$ cat src/hw/rtl/hcd_pkg.sv
// ----------------------------------------------------------------------------
// hcd_pkg
// Shared constants and types for the sync-header packet deframer.
// ----------------------------------------------------------------------------
package hcd_pkg;

  localparam int PACKET_BYTES = 12;
  localparam int BODY_BYTES   = PACKET_BYTES - 3;
  localparam int FILL_W       = $clog2(PACKET_BYTES + 1);

  localparam logic [7:0] SYNC_FIRST  = 8'hAA;
  localparam logic [7:0] SYNC_SECOND = 8'h55;

  localparam logic KIND_GOOD = 1'b0;
  localparam logic KIND_BAD  = 1'b1;

  typedef logic [PACKET_BYTES-1:0][7:0] window_t;
  typedef logic [FILL_W-1:0]            fill_t;

  typedef struct packed {
    logic                       kind;
    logic [BODY_BYTES-1:0][7:0] body;
  } cmd_t;

  typedef struct packed {
    logic full;
    logic not_empty;
  } q_stat_t;

endpackage

$ cat src/hw/rtl/hcd_ifs.sv
// ----------------------------------------------------------------------------
// hcd channel interfaces
// Byte input channel and decoded result channel with valid/ready handshake.
// ----------------------------------------------------------------------------
interface hcd_in_if;
  logic       valid;
  logic       ready;
  logic [7:0] data_byte;

  modport source (output valid, output data_byte, input ready);
  modport sink (input valid, input data_byte, output ready);
endinterface

interface hcd_out_if;
  logic               valid;
  logic               ready;
  logic               result_kind;
  logic        [7:0]  seq_number;
  logic signed [7:0]  class_code;
  logic        [7:0]  confidence;
  logic signed [15:0] x_coord;
  logic signed [15:0] y_coord;
  logic        [15:0] time_ms;

  modport source (
    output valid, output result_kind, output seq_number, output class_code,
    output confidence, output x_coord, output y_coord, output time_ms,
    input ready
  );
  modport sink (
    input valid, input result_kind, input seq_number, input class_code,
    input confidence, input x_coord, input y_coord, input time_ms,
    output ready
  );
endinterface

$ cat src/hw/rtl/hcd_front.sv
// ----------------------------------------------------------------------------
// hcd_front
// Byte window with fill count; checks header and checksum when full.
// ----------------------------------------------------------------------------
module hcd_front (
  input  logic             clk,
  input  logic             rst_n,
  input  logic             in_valid,
  output logic             in_ready,
  input  logic [7:0]       in_byte,
  input  hcd_pkg::q_stat_t q_stat,
  output logic             push,
  output hcd_pkg::cmd_t    push_cmd
);

  hcd_pkg::window_t win_r, win_nxt;
  hcd_pkg::fill_t   fill_r, fill_nxt;
  hcd_pkg::window_t w;
  hcd_pkg::fill_t   sync_pos;
  hcd_pkg::fill_t   drop;
  logic [7:0]       sum;
  logic             accept;
  logic             full_now;
  logic             hdr_ok;
  logic             sum_ok;

  assign in_ready = !q_stat.full;
  assign accept   = in_valid && in_ready;
  assign full_now = fill_r == hcd_pkg::FILL_W'(hcd_pkg::PACKET_BYTES - 1);

  always_comb begin
    w = win_r;
    for (int i = 0; i < hcd_pkg::PACKET_BYTES; i++) begin
      if (fill_r == hcd_pkg::FILL_W'(i)) begin
        w[i] = in_byte;
      end
    end
  end

  always_comb begin
    sum = '0;
    for (int i = 0; i < hcd_pkg::PACKET_BYTES - 1; i++) begin
      sum = sum + w[i];
    end
    sync_pos = hcd_pkg::FILL_W'(hcd_pkg::PACKET_BYTES);
    for (int i = hcd_pkg::PACKET_BYTES - 1; i >= 1; i--) begin
      if (w[i] == hcd_pkg::SYNC_FIRST) begin
        sync_pos = hcd_pkg::FILL_W'(i);
      end
    end
  end

  assign hdr_ok = (w[0] == hcd_pkg::SYNC_FIRST) && (w[1] == hcd_pkg::SYNC_SECOND);
  assign sum_ok = sum == w[hcd_pkg::PACKET_BYTES-1];

  always_comb begin
    if (!hdr_ok) begin
      drop = sync_pos;
    end else if (!sum_ok) begin
      drop = hcd_pkg::FILL_W'(1);
    end else begin
      drop = hcd_pkg::FILL_W'(hcd_pkg::PACKET_BYTES);
    end
  end

  always_comb begin
    win_nxt  = win_r;
    fill_nxt = fill_r;
    if (accept) begin
      win_nxt = w;
      if (full_now) begin
        fill_nxt = hcd_pkg::FILL_W'(hcd_pkg::PACKET_BYTES) - drop;
        for (int i = 0; i < hcd_pkg::PACKET_BYTES; i++) begin
          for (int k = 1; k < hcd_pkg::PACKET_BYTES; k++) begin
            if ((i + k < hcd_pkg::PACKET_BYTES) && (drop == hcd_pkg::FILL_W'(k))) begin
              win_nxt[i] = w[i+k];
            end
          end
        end
      end else begin
        fill_nxt = fill_r + hcd_pkg::FILL_W'(1);
      end
    end
  end

  assign push = accept && full_now && hdr_ok;

  always_comb begin
    push_cmd.kind = sum_ok ? hcd_pkg::KIND_GOOD : hcd_pkg::KIND_BAD;
    for (int k = 0; k < hcd_pkg::BODY_BYTES; k++) begin
      push_cmd.body[k] = w[k+2];
    end
  end

  always_ff @(posedge clk) begin
    if (!rst_n) begin
      fill_r <= '0;
    end else begin
      fill_r <= fill_nxt;
    end
  end

  always_ff @(posedge clk) begin
    win_r <= win_nxt;
  end

endmodule

$ cat src/hw/rtl/hcd_queue.sv
// ----------------------------------------------------------------------------
// hcd_queue
// Two-entry queue of classified packets between the front and back parts.
// ----------------------------------------------------------------------------
module hcd_queue (
  input  logic             clk,
  input  logic             rst_n,
  input  logic             push,
  input  hcd_pkg::cmd_t    push_cmd,
  input  logic             pop,
  output hcd_pkg::cmd_t    head_cmd,
  output hcd_pkg::q_stat_t q_stat
);

  hcd_pkg::cmd_t mem_r [2];
  logic          wr_ptr_r, wr_ptr_nxt;
  logic          rd_ptr_r, rd_ptr_nxt;
  logic [1:0]    count_r, count_nxt;
  logic          do_push;
  logic          do_pop;

  assign q_stat.full      = count_r == 2'd2;
  assign q_stat.not_empty = count_r != 2'd0;
  assign do_push          = push && !q_stat.full;
  assign do_pop           = pop && q_stat.not_empty;
  assign head_cmd         = mem_r[rd_ptr_r];

  always_comb begin
    wr_ptr_nxt = do_push ? !wr_ptr_r : wr_ptr_r;
    rd_ptr_nxt = do_pop ? !rd_ptr_r : rd_ptr_r;
    count_nxt  = count_r + 2'(do_push) - 2'(do_pop);
  end

  always_ff @(posedge clk) begin
    if (!rst_n) begin
      wr_ptr_r <= 1'b0;
      rd_ptr_r <= 1'b0;
      count_r  <= '0;
    end else begin
      wr_ptr_r <= wr_ptr_nxt;
      rd_ptr_r <= rd_ptr_nxt;
      count_r  <= count_nxt;
    end
  end

  always_ff @(posedge clk) begin
    if (do_push) begin
      mem_r[wr_ptr_r] <= push_cmd;
    end
  end

endmodule

$ cat src/hw/rtl/hcd_back.sv
// ----------------------------------------------------------------------------
// hcd_back
// Decodes queued packets into result fields held in the output register.
// ----------------------------------------------------------------------------
module hcd_back (
  input  logic             clk,
  input  logic             rst_n,
  input  hcd_pkg::cmd_t    head_cmd,
  input  hcd_pkg::q_stat_t q_stat,
  output logic             pop,
  hcd_out_if.source        out_ch
);

  logic               valid_r, valid_nxt;
  logic               kind_r;
  logic        [7:0]  seq_r;
  logic signed [7:0]  class_r;
  logic        [7:0]  conf_r;
  logic signed [15:0] x_r;
  logic signed [15:0] y_r;
  logic        [15:0] t_r;
  logic               load;
  logic               good;

  assign load = q_stat.not_empty && (!valid_r || out_ch.ready);
  assign pop  = load;
  assign good = head_cmd.kind == hcd_pkg::KIND_GOOD;

  always_comb begin
    if (load) begin
      valid_nxt = 1'b1;
    end else if (out_ch.ready) begin
      valid_nxt = 1'b0;
    end else begin
      valid_nxt = valid_r;
    end
  end

  always_ff @(posedge clk) begin
    if (!rst_n) begin
      valid_r <= 1'b0;
    end else begin
      valid_r <= valid_nxt;
    end
  end

  // A failed checksum reports zeros in every field except the kind.
  always_ff @(posedge clk) begin
    if (load) begin
      kind_r  <= head_cmd.kind;
      seq_r   <= good ? head_cmd.body[0] : 8'd0;
      class_r <= good ? head_cmd.body[1] : 8'sd0;
      conf_r  <= good ? head_cmd.body[2] : 8'd0;
      x_r     <= good ? {head_cmd.body[4], head_cmd.body[3]} : 16'sd0;
      y_r     <= good ? {head_cmd.body[6], head_cmd.body[5]} : 16'sd0;
      t_r     <= good ? {head_cmd.body[8], head_cmd.body[7]} : 16'd0;
    end
  end

  assign out_ch.valid       = valid_r;
  assign out_ch.result_kind = kind_r;
  assign out_ch.seq_number  = seq_r;
  assign out_ch.class_code  = class_r;
  assign out_ch.confidence  = conf_r;
  assign out_ch.x_coord     = x_r;
  assign out_ch.y_coord     = y_r;
  assign out_ch.time_ms     = t_r;

endmodule

$ cat src/hw/rtl/header_checksum_packet_deframer.sv
// ----------------------------------------------------------------------------
// header_checksum_packet_deframer
// Finds AA 55 framed 12-byte packets in a byte stream, checks the additive
// checksum and reports decoded packets or checksum failures.
// ----------------------------------------------------------------------------
// The block takes one byte per cycle while in_ch.ready is high. A byte
// completing the 12-byte window is classified in that same cycle and written
// into a two-entry queue at the accepting edge; the result is then loaded into
// the output register when that register is empty or its result is taken,
// which raises out_ch.valid. in_ch.ready falls only while that queue is full,
// which happens when the result side stalls.
module header_checksum_packet_deframer (
  input logic       clk,
  input logic       rst_n,
  hcd_in_if.sink    in_ch,
  hcd_out_if.source out_ch
);

  hcd_pkg::q_stat_t q_stat;
  hcd_pkg::cmd_t    push_cmd;
  hcd_pkg::cmd_t    head_cmd;
  logic             push;
  logic             pop;

  hcd_front u_front (
    .clk      (clk),
    .rst_n    (rst_n),
    .in_valid (in_ch.valid),
    .in_ready (in_ch.ready),
    .in_byte  (in_ch.data_byte),
    .q_stat   (q_stat),
    .push     (push),
    .push_cmd (push_cmd)
  );

  hcd_queue u_queue (
    .clk      (clk),
    .rst_n    (rst_n),
    .push     (push),
    .push_cmd (push_cmd),
    .pop      (pop),
    .head_cmd (head_cmd),
    .q_stat   (q_stat)
  );

  hcd_back u_back (
    .clk      (clk),
    .rst_n    (rst_n),
    .head_cmd (head_cmd),
    .q_stat   (q_stat),
    .pop      (pop),
    .out_ch   (out_ch)
  );

endmodule

$ cat src/flat_wrapper.sv
// flat-port wrapper written by rule: the top's interface ports become plain ports
module header_checksum_packet_deframer_flat 
  (clk, rst_n, in_ch_valid, in_ch_data_byte, in_ch_ready, out_ch_valid, out_ch_result_kind, out_ch_seq_number, out_ch_class_code, out_ch_confidence, out_ch_x_coord, out_ch_y_coord, out_ch_time_ms, out_ch_ready);
  hcd_in_if in_ch_i ();
  hcd_out_if out_ch_i ();
  input logic clk;
  input logic rst_n;
  input wire logic [$bits(in_ch_i.valid)-1:0] in_ch_valid;
  input wire logic [$bits(in_ch_i.data_byte)-1:0] in_ch_data_byte;
  output wire logic [$bits(in_ch_i.ready)-1:0] in_ch_ready;
  output wire logic [$bits(out_ch_i.valid)-1:0] out_ch_valid;
  output wire logic [$bits(out_ch_i.result_kind)-1:0] out_ch_result_kind;
  output wire logic [$bits(out_ch_i.seq_number)-1:0] out_ch_seq_number;
  output wire logic [$bits(out_ch_i.class_code)-1:0] out_ch_class_code;
  output wire logic [$bits(out_ch_i.confidence)-1:0] out_ch_confidence;
  output wire logic [$bits(out_ch_i.x_coord)-1:0] out_ch_x_coord;
  output wire logic [$bits(out_ch_i.y_coord)-1:0] out_ch_y_coord;
  output wire logic [$bits(out_ch_i.time_ms)-1:0] out_ch_time_ms;
  input wire logic [$bits(out_ch_i.ready)-1:0] out_ch_ready;
  assign in_ch_i.valid = in_ch_valid;
  assign in_ch_i.data_byte = in_ch_data_byte;
  assign in_ch_ready = in_ch_i.ready;
  assign out_ch_valid = out_ch_i.valid;
  assign out_ch_result_kind = out_ch_i.result_kind;
  assign out_ch_seq_number = out_ch_i.seq_number;
  assign out_ch_class_code = out_ch_i.class_code;
  assign out_ch_confidence = out_ch_i.confidence;
  assign out_ch_x_coord = out_ch_i.x_coord;
  assign out_ch_y_coord = out_ch_i.y_coord;
  assign out_ch_time_ms = out_ch_i.time_ms;
  assign out_ch_i.ready = out_ch_ready;
  header_checksum_packet_deframer u_core (.clk(clk), .rst_n(rst_n), .in_ch(in_ch_i), .out_ch(out_ch_i));
endmodule
$ cat config.mk
export PLATFORM = sky130hd
export DESIGN_NAME = header_checksum_packet_deframer_flat
export DESIGN_NICKNAME = d
export VERILOG_FILES = /design/src/hw/rtl/hcd_pkg.sv /design/src/hw/rtl/hcd_ifs.sv /design/src/hw/rtl/hcd_front.sv /design/src/hw/rtl/hcd_queue.sv /design/src/hw/rtl/hcd_back.sv /design/src/hw/rtl/header_checksum_packet_deframer.sv /design/src/flat_wrapper.sv
export SDC_FILE = /design/constraint.sdc
export NUM_CORES = 1
export LEC_CHECK = 0
export BUFFER_PORTS_ARGS = -buffer_cell sky130_fd_sc_hd__buf_2
export CORE_UTILIZATION = 45
export CTS_BUF_LIST = sky130_fd_sc_hd__clkbuf_2 sky130_fd_sc_hd__clkbuf_4 sky130_fd_sc_hd__clkbuf_8
export CTS_CLUSTER_DIAMETER = 150
export CTS_CLUSTER_SIZE = 12
export DETAILED_ROUTE_END_ITERATION = 16
export PLACE_DENSITY = 0.75
export RECOVER_POWER = 25
export SYNTH_ARGS = -nofsm -noshare
export SYNTH_HDL_FRONTEND = slang
export SYNTH_SLANG_ARGS = --single-unit
$ cat constraint.sdc
create_clock -name clk -period 9 [get_ports clk]
set_clock_uncertainty 0.1 [all_clocks]
set_input_delay 0.45 -clock clk [delete_from_list [all_inputs] [get_ports clk]]
set_output_delay 0.45 -clock clk [all_outputs]
set_load 0.01 [all_outputs]
== Word-level counts from Yosys, hierarchy flattened ==
Memories as Yosys holds them, arrays and structs flattened. A register that Yosys moved wholly into a read port is not among the register bits.
Cells that the tools add are included.

* $add $sub $neg: 14
* Equal/unequal tests: 37
* Muxes and demuxes: 100
* Reduce and logical (&&, ||, !) cells: 15

{| class="wikitable"
|+ Operators by type and width
! cell !! number
|-
| 2-to-1 mux 8 bit || 78
|-
| equality test 8 bit (second input constant) || 12
|-
| 2-to-1 mux 88 bit || 1
|-
| adder 8 bit || 10
|-
| 2-to-1 mux 4 bit || 10
|-
| equality test 4 x 3 -> 1 bit (second input constant) || 8
|-
| equality test 4 bit (second input constant) || 8
|-
| equality test 4 x 2 -> 1 bit (second input constant) || 4
|-
| 2-to-1 mux 3 bit || 4
|-
| equality test 4 x 1 -> 1 bit (second input constant) || 2
|-
| equality test 8 x 7 -> 1 bit (second input constant) || 1
|-
| equality test 8 bit || 1
|-
| logical AND 1 bit || 7
|-
| 2-to-1 mux 1 bit || 7
|-
| adder 4 x 1 -> 4 bit (second input constant) || 1
|-
| zero test 1 bit || 4
|-
| zero test 4 bit || 1
|-
| nonzero test 2 bit || 2
|-
| subtractor 4 bit (first input constant) || 1
|-
| adder 2 x 1 -> 2 bit || 1
|-
| equality test 2 bit (second input constant) || 1
|-
| subtractor 2 x 1 -> 2 bit || 1
|-
| logical OR 1 bit || 1
|}

* Flip-flop bits (word level): 178
* Output and inout bits: 75
* Memories kept: 1
* Bits in writable memories: 146

{| class="wikitable"
|+ Memories
! memory !! words !! width !! rd ports !! clocked after Yosys merged registers in !! write ports !! line !! source
|-
| u_core.u_queue.mem_r || 2 || 73 || 1 || 1 || 1 || hcd_queue.sv:15 || <nowiki>hcd_pkg::cmd_t mem_r [2];</nowiki>
|}

== Longest topological paths before layout ==
Gate-level depths: netlist (run 1).

* Word-level depth: 28
* Depth in mapped cells: 37
* Mapped depth without buffers: 36

== Hierarchy ==
From an unflattened synthesis (run 1), not the netlist that was laid out.

* Cells, all modules: 2024
* Area, all modules: 21911.0 sq um

{| class="wikitable"
|+ By module, submodules not included
! module !! instances !! area an instance (sq um) !! seq. area each (sq um) !! cells each
|-
| hcd_front || 1 || 13284.0 || 2962.8 || 1614
|-
| hcd_queue || 1 || 5854.4 || 4484.3 || 253
|-
| hcd_back || 1 || 2772.7 || 2212.1 || 157
|}

== Worst setup path after synthesis (run 1) ==
No wires, ideal clock.

* Path kind: flip-flop to flip-flop
* Start point: register u_core.u_front.fill_r[0]
* End point: register u_core.u_front.win_r[35] (netlist bit) (data pin)
* Required time: 8737 ps
* Slack: 468 ps
* Clock period less this slack: 8532 ps
* Data arrival time: 8270 ps
* Cell stages (with the launch flop): 33
* Cells stage by stage: dfxtp_1 inv_1 ha_1 nand3b_1 buf_2 mux2i_1 fa_1 fa_1 fa_1 fa_1 fa_1 inv_1 ha_1 inv_1 fa_1 nand2b_1 a21oi_1 xor2_1 xnor2_1 nand2_1 and4b_1 nand2_1 o22ai_1 ha_1 clkinv_1 or4_1 buf_2 buf_4 a311oi_1 a21oi_1 a2111oi_0 o31ai_1 o221ai_1

* Word-level cells in the longest chain between the ends: 24
* Elaborated cells between the ends (all ways): 77
* Those cells by class: add/sub (10); eq/ne (32); mux (33); reduce/logical (2)

{| class="wikitable"
|+ RTL lines
! item !! line !! source
|-
| start: declaration || hcd_front.sv:17 || <nowiki>hcd_pkg::fill_t fill_r, fill_nxt;</nowiki>
|-
| start signal: assignment || hcd_front.sv:99 || <nowiki>fill_r <= fill_nxt;</nowiki>
|-
| equality test 4 x 1 -> 1 bit, or another cell as far along || hcd_front.sv:34 || <nowiki>if (fill_r == hcd_pkg::FILL_W'(i)) begin</nowiki>
|-
| 2-to-1 mux 8 bit || hcd_front.sv:34 ||
|-
| adder 8 bit / equality test 8 bit (equally long branches) || hcd_front.sv:43, hcd_front.sv:47 ||
|-
| adder 8 bit / 2-to-1 mux 3 bit (equally long branches) (4 in series) || hcd_front.sv:43, hcd_front.sv:47 ||
|-
| adder 8 bit / 2-to-1 mux 4 bit (equally long branches) (5 in series) || hcd_front.sv:43, hcd_front.sv:47 ||
|-
| equality test 8 bit / 2-to-1 mux 4 bit (equally long branches) || hcd_front.sv:54, hcd_front.sv:47 ||
|-
| 2-to-1 mux 4 bit (on tied branches) || hcd_front.sv:59, hcd_front.sv:47 ||
|-
| 2-to-1 mux 4 bit || hcd_front.sv:57 || <nowiki>if (!hdr_ok) begin</nowiki>
|-
| equality test 4 x 1 -> 1 bit || n/a ||
|-
| 2-to-1 mux 8 bit (7 in series) || hcd_front.sv:75 || <nowiki>if ((i + k < hcd_pkg::PACKET_BYTES) && (drop == hcd_pkg::FILL_W'(k))) begin</nowiki>
|-
| 2-to-1 mux 88 bit (*) || hcd_front.sv:71 || <nowiki>if (full_now) begin</nowiki>
|-
| end signal: assignment || hcd_front.sv:104 || <nowiki>win_r <= win_nxt;</nowiki>
|-
| end: declaration || hcd_front.sv:16 || <nowiki>hcd_pkg::window_t win_r, win_nxt;</nowiki>
|}

Mark *: on every way between the ends. The rest lies on a longest branch, timed or not.
A chain may end at the register's enable or synchronous reset.

==> results of run 1 <==
[registers in the layout (all words and copies together), names as in the netlist, named ones only]
signal	flops
u_core.u_back.out_ch.x_coord	16
u_core.u_back.out_ch.time_ms	16
u_core.u_queue.count_r	2
u_core.u_back.out_ch.seq_number	8
u_core.u_back.out_ch.class_code	8
u_core.u_back.out_ch.valid	1
u_core.u_queue.mem_r	146
u_core.u_front.fill_r	4
u_core.u_front.win_r	96
u_core.u_back.out_ch.y_coord	16
u_core.u_queue.wr_ptr_r	1
u_core.u_back.out_ch.confidence	8
u_core.u_back.out_ch.result_kind	1
u_core.u_queue.rd_ptr_r	1
[timing repair]
action / in CTS / in global routing
endpoints found under the hold margin: 10 / 0
pin swaps: 1 / 1
hold buffers: 1 / 0
setup endpoints to repair: 7 / 56
setup buffers: 3 / 2
gates resized for setup: 0 / 32
cloned: 0 / 0
[where the power goes]
group | switching [mW] | leakage (nW) | total [mW] | internal, mW
combinational | 4.77 | 5.43 | 7.93 | 3.15
clock | 0.531 | 0.281 | 0.890 | 0.358
sequential | 0.186 | 3.03 | 2.24 | 2.05
total | 5.49 | 8.74 | 11.1 | 5.57
[final timing paths]
kind,startpoint,endpoint
min,out_ch_ready,u_core.u_back.out_ch.valid
max reg2reg,u_core.u_front.fill_r[1],u_core.u_front.win_r[13]
min reg2reg,u_core.u_queue.mem_r[0][3],u_core.u_back.out_ch.seq_number[3]
max,u_core.u_front.fill_r[1],u_core.u_front.win_r[13]
[metal layers]
metal,GRT usage,vias up,wire length (µm)
met4,0.189,2,5060
li1,-,7851,-
met5,0.0146,-,88
met1,0.570,9448,39200
met3,0.118,269,12400
met2,0.580,1462,40500
[Yosys cell counts (all sizes together), types with 8 or more instances]
master / instances / share of area
edfxtp: 315 / 0.45
nor2: 188 / 0.034
mux2i: 152 / 0.075
nand2: 143 / 0.026
a21oi: 126 / 0.030
inv: 100 / 0.018
o21ai: 98 / 0.024
clkbuf: 85 / 0.015
buf: 72 / 0.019
o22ai: 59 / 0.018
fa: 55 / 0.053
a31oi: 53 / 0.016
nor3: 37 / 0.0094
a221oi: 36 / 0.015
o221ai: 33 / 0.014
a211oi: 30 / 0.011
o211ai: 24 / 0.0087
xnor2: 24 / 0.010
nand3: 23 / 0.0055
nor4bb: 23 / 0.011
ha: 22 / 0.013
mux2: 22 / 0.012
xor2: 19 / 0.0080
a221o: 18 / 0.0087
a22oi: 18 / 0.0065
a311oi: 16 / 0.0079
a2111oi: 14 / 0.0068
dfxtp: 10 / 0.0096
nand3b: 10 / 0.0036
nor4: 9 / 0.0048
a211o: 8 / 0.0034
nand2b: 8 / 0.0024
o31ai: 8 / 0.0031
[critical path, delay by kind of cell, from the launching register on]
kind                     cells  cell delay (ps)
AO/OA/AOI/OAI                4              920
XOR/XNOR                     6             1240
adder cells (fa/ha/maj)      7             3050
buffers and inverters        8             1260
flip-flops                   1              380
multiplexers                 1              600
AND/OR/NAND/NOR              5              980
[area by class of cell]
| class | count | area [µm²] |
|---|---|---|
| Clock buffer | 41 | 502 |
| Tap cell | 600 | 751 |
| Sequential cell | 325 | 9660 |
| Clock inverter | 2 | 22.5 |
| Antenna cell | 4 | 10.0 |
| Timing Repair Buffer | 304 | 2040 |
| Inverter | 107 | 403 |
| Multi-Input combinational cell | 1375 | 10200 |
| Fill cell | 4187 | 21900 |
[kinds of logic (layout without fill, tap and decap cells)]
family / Yosys count / in the layout
buffers and inverters: 264 / 454
adder cells (fa/ha/maj): 77 / 77
flip-flops: 325 / 325
multiplexers: 174 / 174
AO/OA/AOI/OAI: 594 / 594
AND/OR/NAND/NOR: 486 / 486
other: 0 / 4
XOR/XNOR: 44 / 44
[metrics by stage]
stage	cells	TNS (ps)	cell area, µm²	setup WS [ps]
finish	2758	0	23600	183
global route	2755	0	23600	10.9
CTS	2752	0	23600	78.2
detailed placement	2705	-154	23100	-129
global placement	2705	-166	23100	-166
floorplan	1964	0	20800	468
==> results.json, run 1 <==
{
  "synth-simple-area-share": 0.113,
  "fin_util": 0.519,
  "status": "finished, violations left",
  "track_usage": 0.408,
  "synth_cells": 1964,
  "drt-total-wl_um": 97200,
  "syn_area_mm2": 0.0208,
  "layout_common_cells": "315 x edfxtp_1, 190 x buf_4, 185 x nor2_1",
  "drive_above_1_share": 0.154,
  "setup-violations-final": 0,
  "area_delta_synth_final_pct": 13.4,
  "synth.avg_cell_area_um2": 10.6,
  "worstRegToRegCells": 31,
  "placementRows": 78,
  "io_pins": 87,
  "fin_crit_sh": 0.980,
  "nNetsFinal": 2233,
  "p_leak_nw": 8.74,
  "path_clk_slew_ps": 90,
  "cts_buffers": 31,
  "grt_pass1_wl_um": 136000,
  "violations": "max-capacitance violations, max-slew violations",
  "overflow": 0,
  "synth_fa_ha_area_frac": 0.0661,
  "max_slew_margin": -0.420,
  "cp_max_fo": 10,
  "reg2reg_slack_ps": 180,
  "ir_drop_mv": 1.93,
  "critPathMaxStageDelay_ps": 640,
  "cp.required_ps": 9310,
  "crit_top_cell": "xnor2_1",
  "cp-end-kind": "flop",
  "place.gp.congestion": 1.06,
  "clk_latency_ps": 720,
  "grt_max_degree": 66,
  "ant_nets": 0,
  "die-area_mm2": 0.0471,
  "holdWs_ps": 71.8,
  "vias": 19032,
  "max_freq_mhz": 113,
  "cts_max_level": 1,
  "worstSetupPathType": "flop to flop",
  "synth.distinct_cells": 88,
  "first_pass_iters": 6,
  "clockBufferDepth": 3,
  "route.detailed.drc": 0,
  "numClockSinks": 325,
  "start_util": 0.457,
  "ys_warn_count": 0,
  "die_h_um": 217,
  "cts_tree": "built",
  "grt_pass1_vias": 18191,
  "synthFlopType": "edfxtp_1",
  "drt-initial-drc-count": 2777,
  "syn_nets": 2053,
  "hpwl_um": 72200,
  "synth-compound-area-share": 0.196,
  "crit_path_top_delay_cell": "fa_1",
  "portBuffers": 86,
  "synthMuxAreaShare": 0.0866,
  "ys_seq_area_frac": 0.464,
  "async_reset_ff_frac": 0,
  "cts_root_buffer": "clkbuf_8",
  "rsz0062_at_grt": "false",
  "viasPerCell": 6.90,
  "p_total_mw": 11.1,
  "start_kind": "flop",
  "wire_per_inst_um": 35.2,
  "hold_path_class": "primary input to flop",
  "synth_edf_count": 315,
  "crit_arrival_ps": 9120,
  "die_width_um": 217,
  "ys_ff_latch": 325,
  "fin_crit_ps": 8820,
  "powerDensity_mw_per_mm2": 469,
  "antenna_found_initial": 1,
  "hold_viol": 0,
  "synth_top_family_by_area": "compound AO/OA/AOI/OAI gates",
  "drv_slew": 79,
  "synth-xor-area-share": 0.0195,
  "core_mm2": 0.0455,
  "hold_depth": 3,
  "max_cap_viol_count": 3,
  "tightest_slew_ps": 2130,
  "final_common_cell": "edfxtp_1"
}
Note: power is estimated with default switching activity, not from simulation.
==> inputs of run 2 (changes only) <==
--- a/config.mk
+++ b/config.mk
@@ -5,14 +5,15 @@
 export SDC_FILE = /design/constraint.sdc
 export NUM_CORES = 1
 export LEC_CHECK = 0
-export BUFFER_PORTS_ARGS = -buffer_cell sky130_fd_sc_hd__buf_2
 export CORE_UTILIZATION = 45
 export CTS_BUF_LIST = sky130_fd_sc_hd__clkbuf_2 sky130_fd_sc_hd__clkbuf_4 sky130_fd_sc_hd__clkbuf_8
 export CTS_CLUSTER_DIAMETER = 150
 export CTS_CLUSTER_SIZE = 12
 export DETAILED_ROUTE_END_ITERATION = 16
-export PLACE_DENSITY = 0.75
+export DONT_BUFFER_PORTS = 1
+export PLACE_DENSITY = 0.73
 export RECOVER_POWER = 25
 export SYNTH_ARGS = -nofsm -noshare
 export SYNTH_HDL_FRONTEND = slang
 export SYNTH_SLANG_ARGS = --single-unit
+export TNS_END_PERCENT = 100
==> results.json, run 2 (same netlist as run 1, synthesis figures left out) <==
{
  "grt_max_degree": 74,
  "cp.required_ps": 9300,
  "hpwl_um": 67100,
  "hold_viol": 0,
  "start_util": 0.457,
  "ir_drop_mv": 1.16,
  "combPwrFrac": 0.697,
  "drt-initial-drc-count": 2536,
  "regArea_mm2": 0.00966,
  "layout_setup_ws_ps": 297,
  "track_usage": 0.400,
  "die-area_mm2": 0.0471,
  "power.switching_mw": 5.18,
  "io_pins": 87,
  "die_width_um": 217,
  "max_slew_margin": -1.85,
  "route.detailed.drc": 0,
  "cts_tree": "built",
  "crit_path_end": "u_core.u_front.win_r[13]",
  "rsz0062_at_grt": "false",
  "top_regs": "u_core.u_queue.mem_r (146), u_core.u_front.win_r (96)",
  "drt-total-wl_um": 95100,
  "nNetsFinal": 2132,
  "setup-violations-final": 0,
  "clk_latency_ps": 730,
  "tightest_slew_ps": 4280,
  "first_pass_iters": 6,
  "cts_buffers": 31,
  "hold_depth": 2,
  "critPathLaunch": "u_core.u_front.fill_r[0]",
  "regToRegStartpoint": "u_core.u_front.fill_r[0]",
  "fill_cells": 4140,
  "cts_root_buffer": "clkbuf_8",
  "vias": 18581,
  "worstRegToRegCells": 29,
  "worstReg2RegEnd": "u_core.u_front.win_r[13]",
  "violations": "max-capacitance violations, max-slew violations",
  "start_kind": "flop",
  "die_h_um": 217,
  "status": "finished, violations left",
  "grt_pass1_vias": 17806,
  "dp_slack_ps": -120,
  "fin_crit_ps": 8700,
  "overflow": 0,
  "placementRows": 78,
  "drive_above_1_share": 0.147,
  "tns_ps": 0,
  "multi_input_area_mm2": 0.0102,
  "ant_nets": 0,
  "viasPerCell": 6.99,
  "reg2reg_slack_ps": 300,
  "place.gp.congestion": 1.06,
  "layout_common_cells": "315 x edfxtp_1, 184 x nor2_1, 168 x buf_4",
  "seqPwrFrac": 0.219,
  "fin_crit_sh": 0.967,
  "pwr-share-clk": 0.084,
  "crit_arrival_ps": 9010,
  "p_total_mw": 10.7,
  "holdWs_ps": 13.4,
  "p_int_mw": 5.51,
  "cp-end-kind": "flop",
  "largest-register": "u_core.u_queue.mem_r",
  "final_common_cell": "edfxtp_1",
  "cts_max_level": 1,
  "max_cap_viol_count": 3,
  "crit_path_top_delay_cell": "mux2i_1",
  "crit_top_cell": "fa_1",
  "path_clk_slew_ps": 120,
  "portBuffers": 0,
  "drv_slew": 137,
  "worstSetupPathType": "flop to flop",
  "wire_per_inst_um": 35.8,
  "numClockSinks": 325,
  "area_delta_synth_final_pct": 11.7,
  "max_freq_mhz": 115,
  "powerDensity_mw_per_mm2": 460,
  "antenna_found_initial": 3,
  "largest_reg_flops": 146,
  "cp_max_fo": 10,
  "grt_pass1_wl_um": 133000,
  "sw_frac_of_total": 0.485,
  "critPathMaxStageDelay_ps": 630,
  "clockBufferDepth": 3,
  "p_leak_nw": 8.56,
  "core_mm2": 0.0455,
  "hold_path_class": "primary input to flop"
}
## run 2: changes by cell type in the layout (fill, tap and decap cells not counted), sizes merged
cell	previous run	this run
inv	101	102
buf	213	180
clkbuf	131	54
clkinv	7	6
diode	4	6
dlygate4sd3	1	10
## run 2: critical path: cells and delay by family (launching register included)
kind	cells	cell delay (ps)
and+or+nand+nor	6	1280
DFF	1	360
buffers and inverters	5	680
muxes	1	630
adders and majority gates	8	3330
AOI/OAI and AO/OA	6	1420
xor gates and xnor gates	3	580
## run 2: layer usage
metal / up-vias / wire length [µm] / track usage
met1: 9174 / 38300 / 0.557
met2: 1465 / 38700 / 0.561
li1: 7658 / - / -
met5: - / 32 / 0
met4: 4 / 5090 / 0.177
met3: 280 / 13000 / 0.135
## run 2: final cells by class
type,count,share of cell area
Inverter,107,0.0173
Clock buffer,41,0.0216
Multi-Input combinational cell,1375,0.440
Tap cell,600,0.0323
Clock inverter,2,0.000969
Timing Repair Buffer,203,0.0708
Antenna cell,6,0.000646
Sequential cell,325,0.416
## run 2: per-stage QoR
stage | instances | utilization | instance area, µm²
after floorplan | 1964 | - | 20800
after global placement | 2584 | 0.492 | 22400
after detailed placement | 2584 | 0.492 | 22400
after CTS | 2641 | 0.506 | 23000
after global routing | 2653 | 0.510 | 23200
final | 2659 | 0.511 | 23200
## run 2: worst min path at each step
stage                         startpoint                         end  slack, ps
3_5_place_dp   u_core.u_queue.count_r[0]  u_core.u_back.out_ch.valid        430
6_report              in_ch_data_byte[2]    u_core.u_front.win_r[10]         10
4_1_cts               in_ch_data_byte[3]    u_core.u_front.win_r[91]        0.4
5_1_grt               in_ch_data_byte[2]    u_core.u_front.win_r[18]         40
2_1_floorplan  u_core.u_queue.count_r[0]  u_core.u_back.out_ch.valid        390
3_3_place_gp   u_core.u_queue.count_r[0]  u_core.u_back.out_ch.valid        420
## run 2: what timing repair did
action | in CTS | in global routing
resized for setup | 1 | 36
gates cloned | 0 | 1
buffers inserted | 4 | 11
pin swaps | 0 | 5
hold buffers | 10 | 0
hold endpoints to repair | 59 | 0
endpoints found under the setup margin | 34 | 86
## run 2: power by group through the flow
stage	Sequential (mW)	Clock (mW)	Combinational [mW]
after CTS	2.31	0.920	7.35
after global placement	2.34	0	7.29
final	2.34	0.901	7.45
after floorplan	2.24	0	4.82
after detailed placement	2.34	0	7.24
after global routing	2.36	0.952	8.11
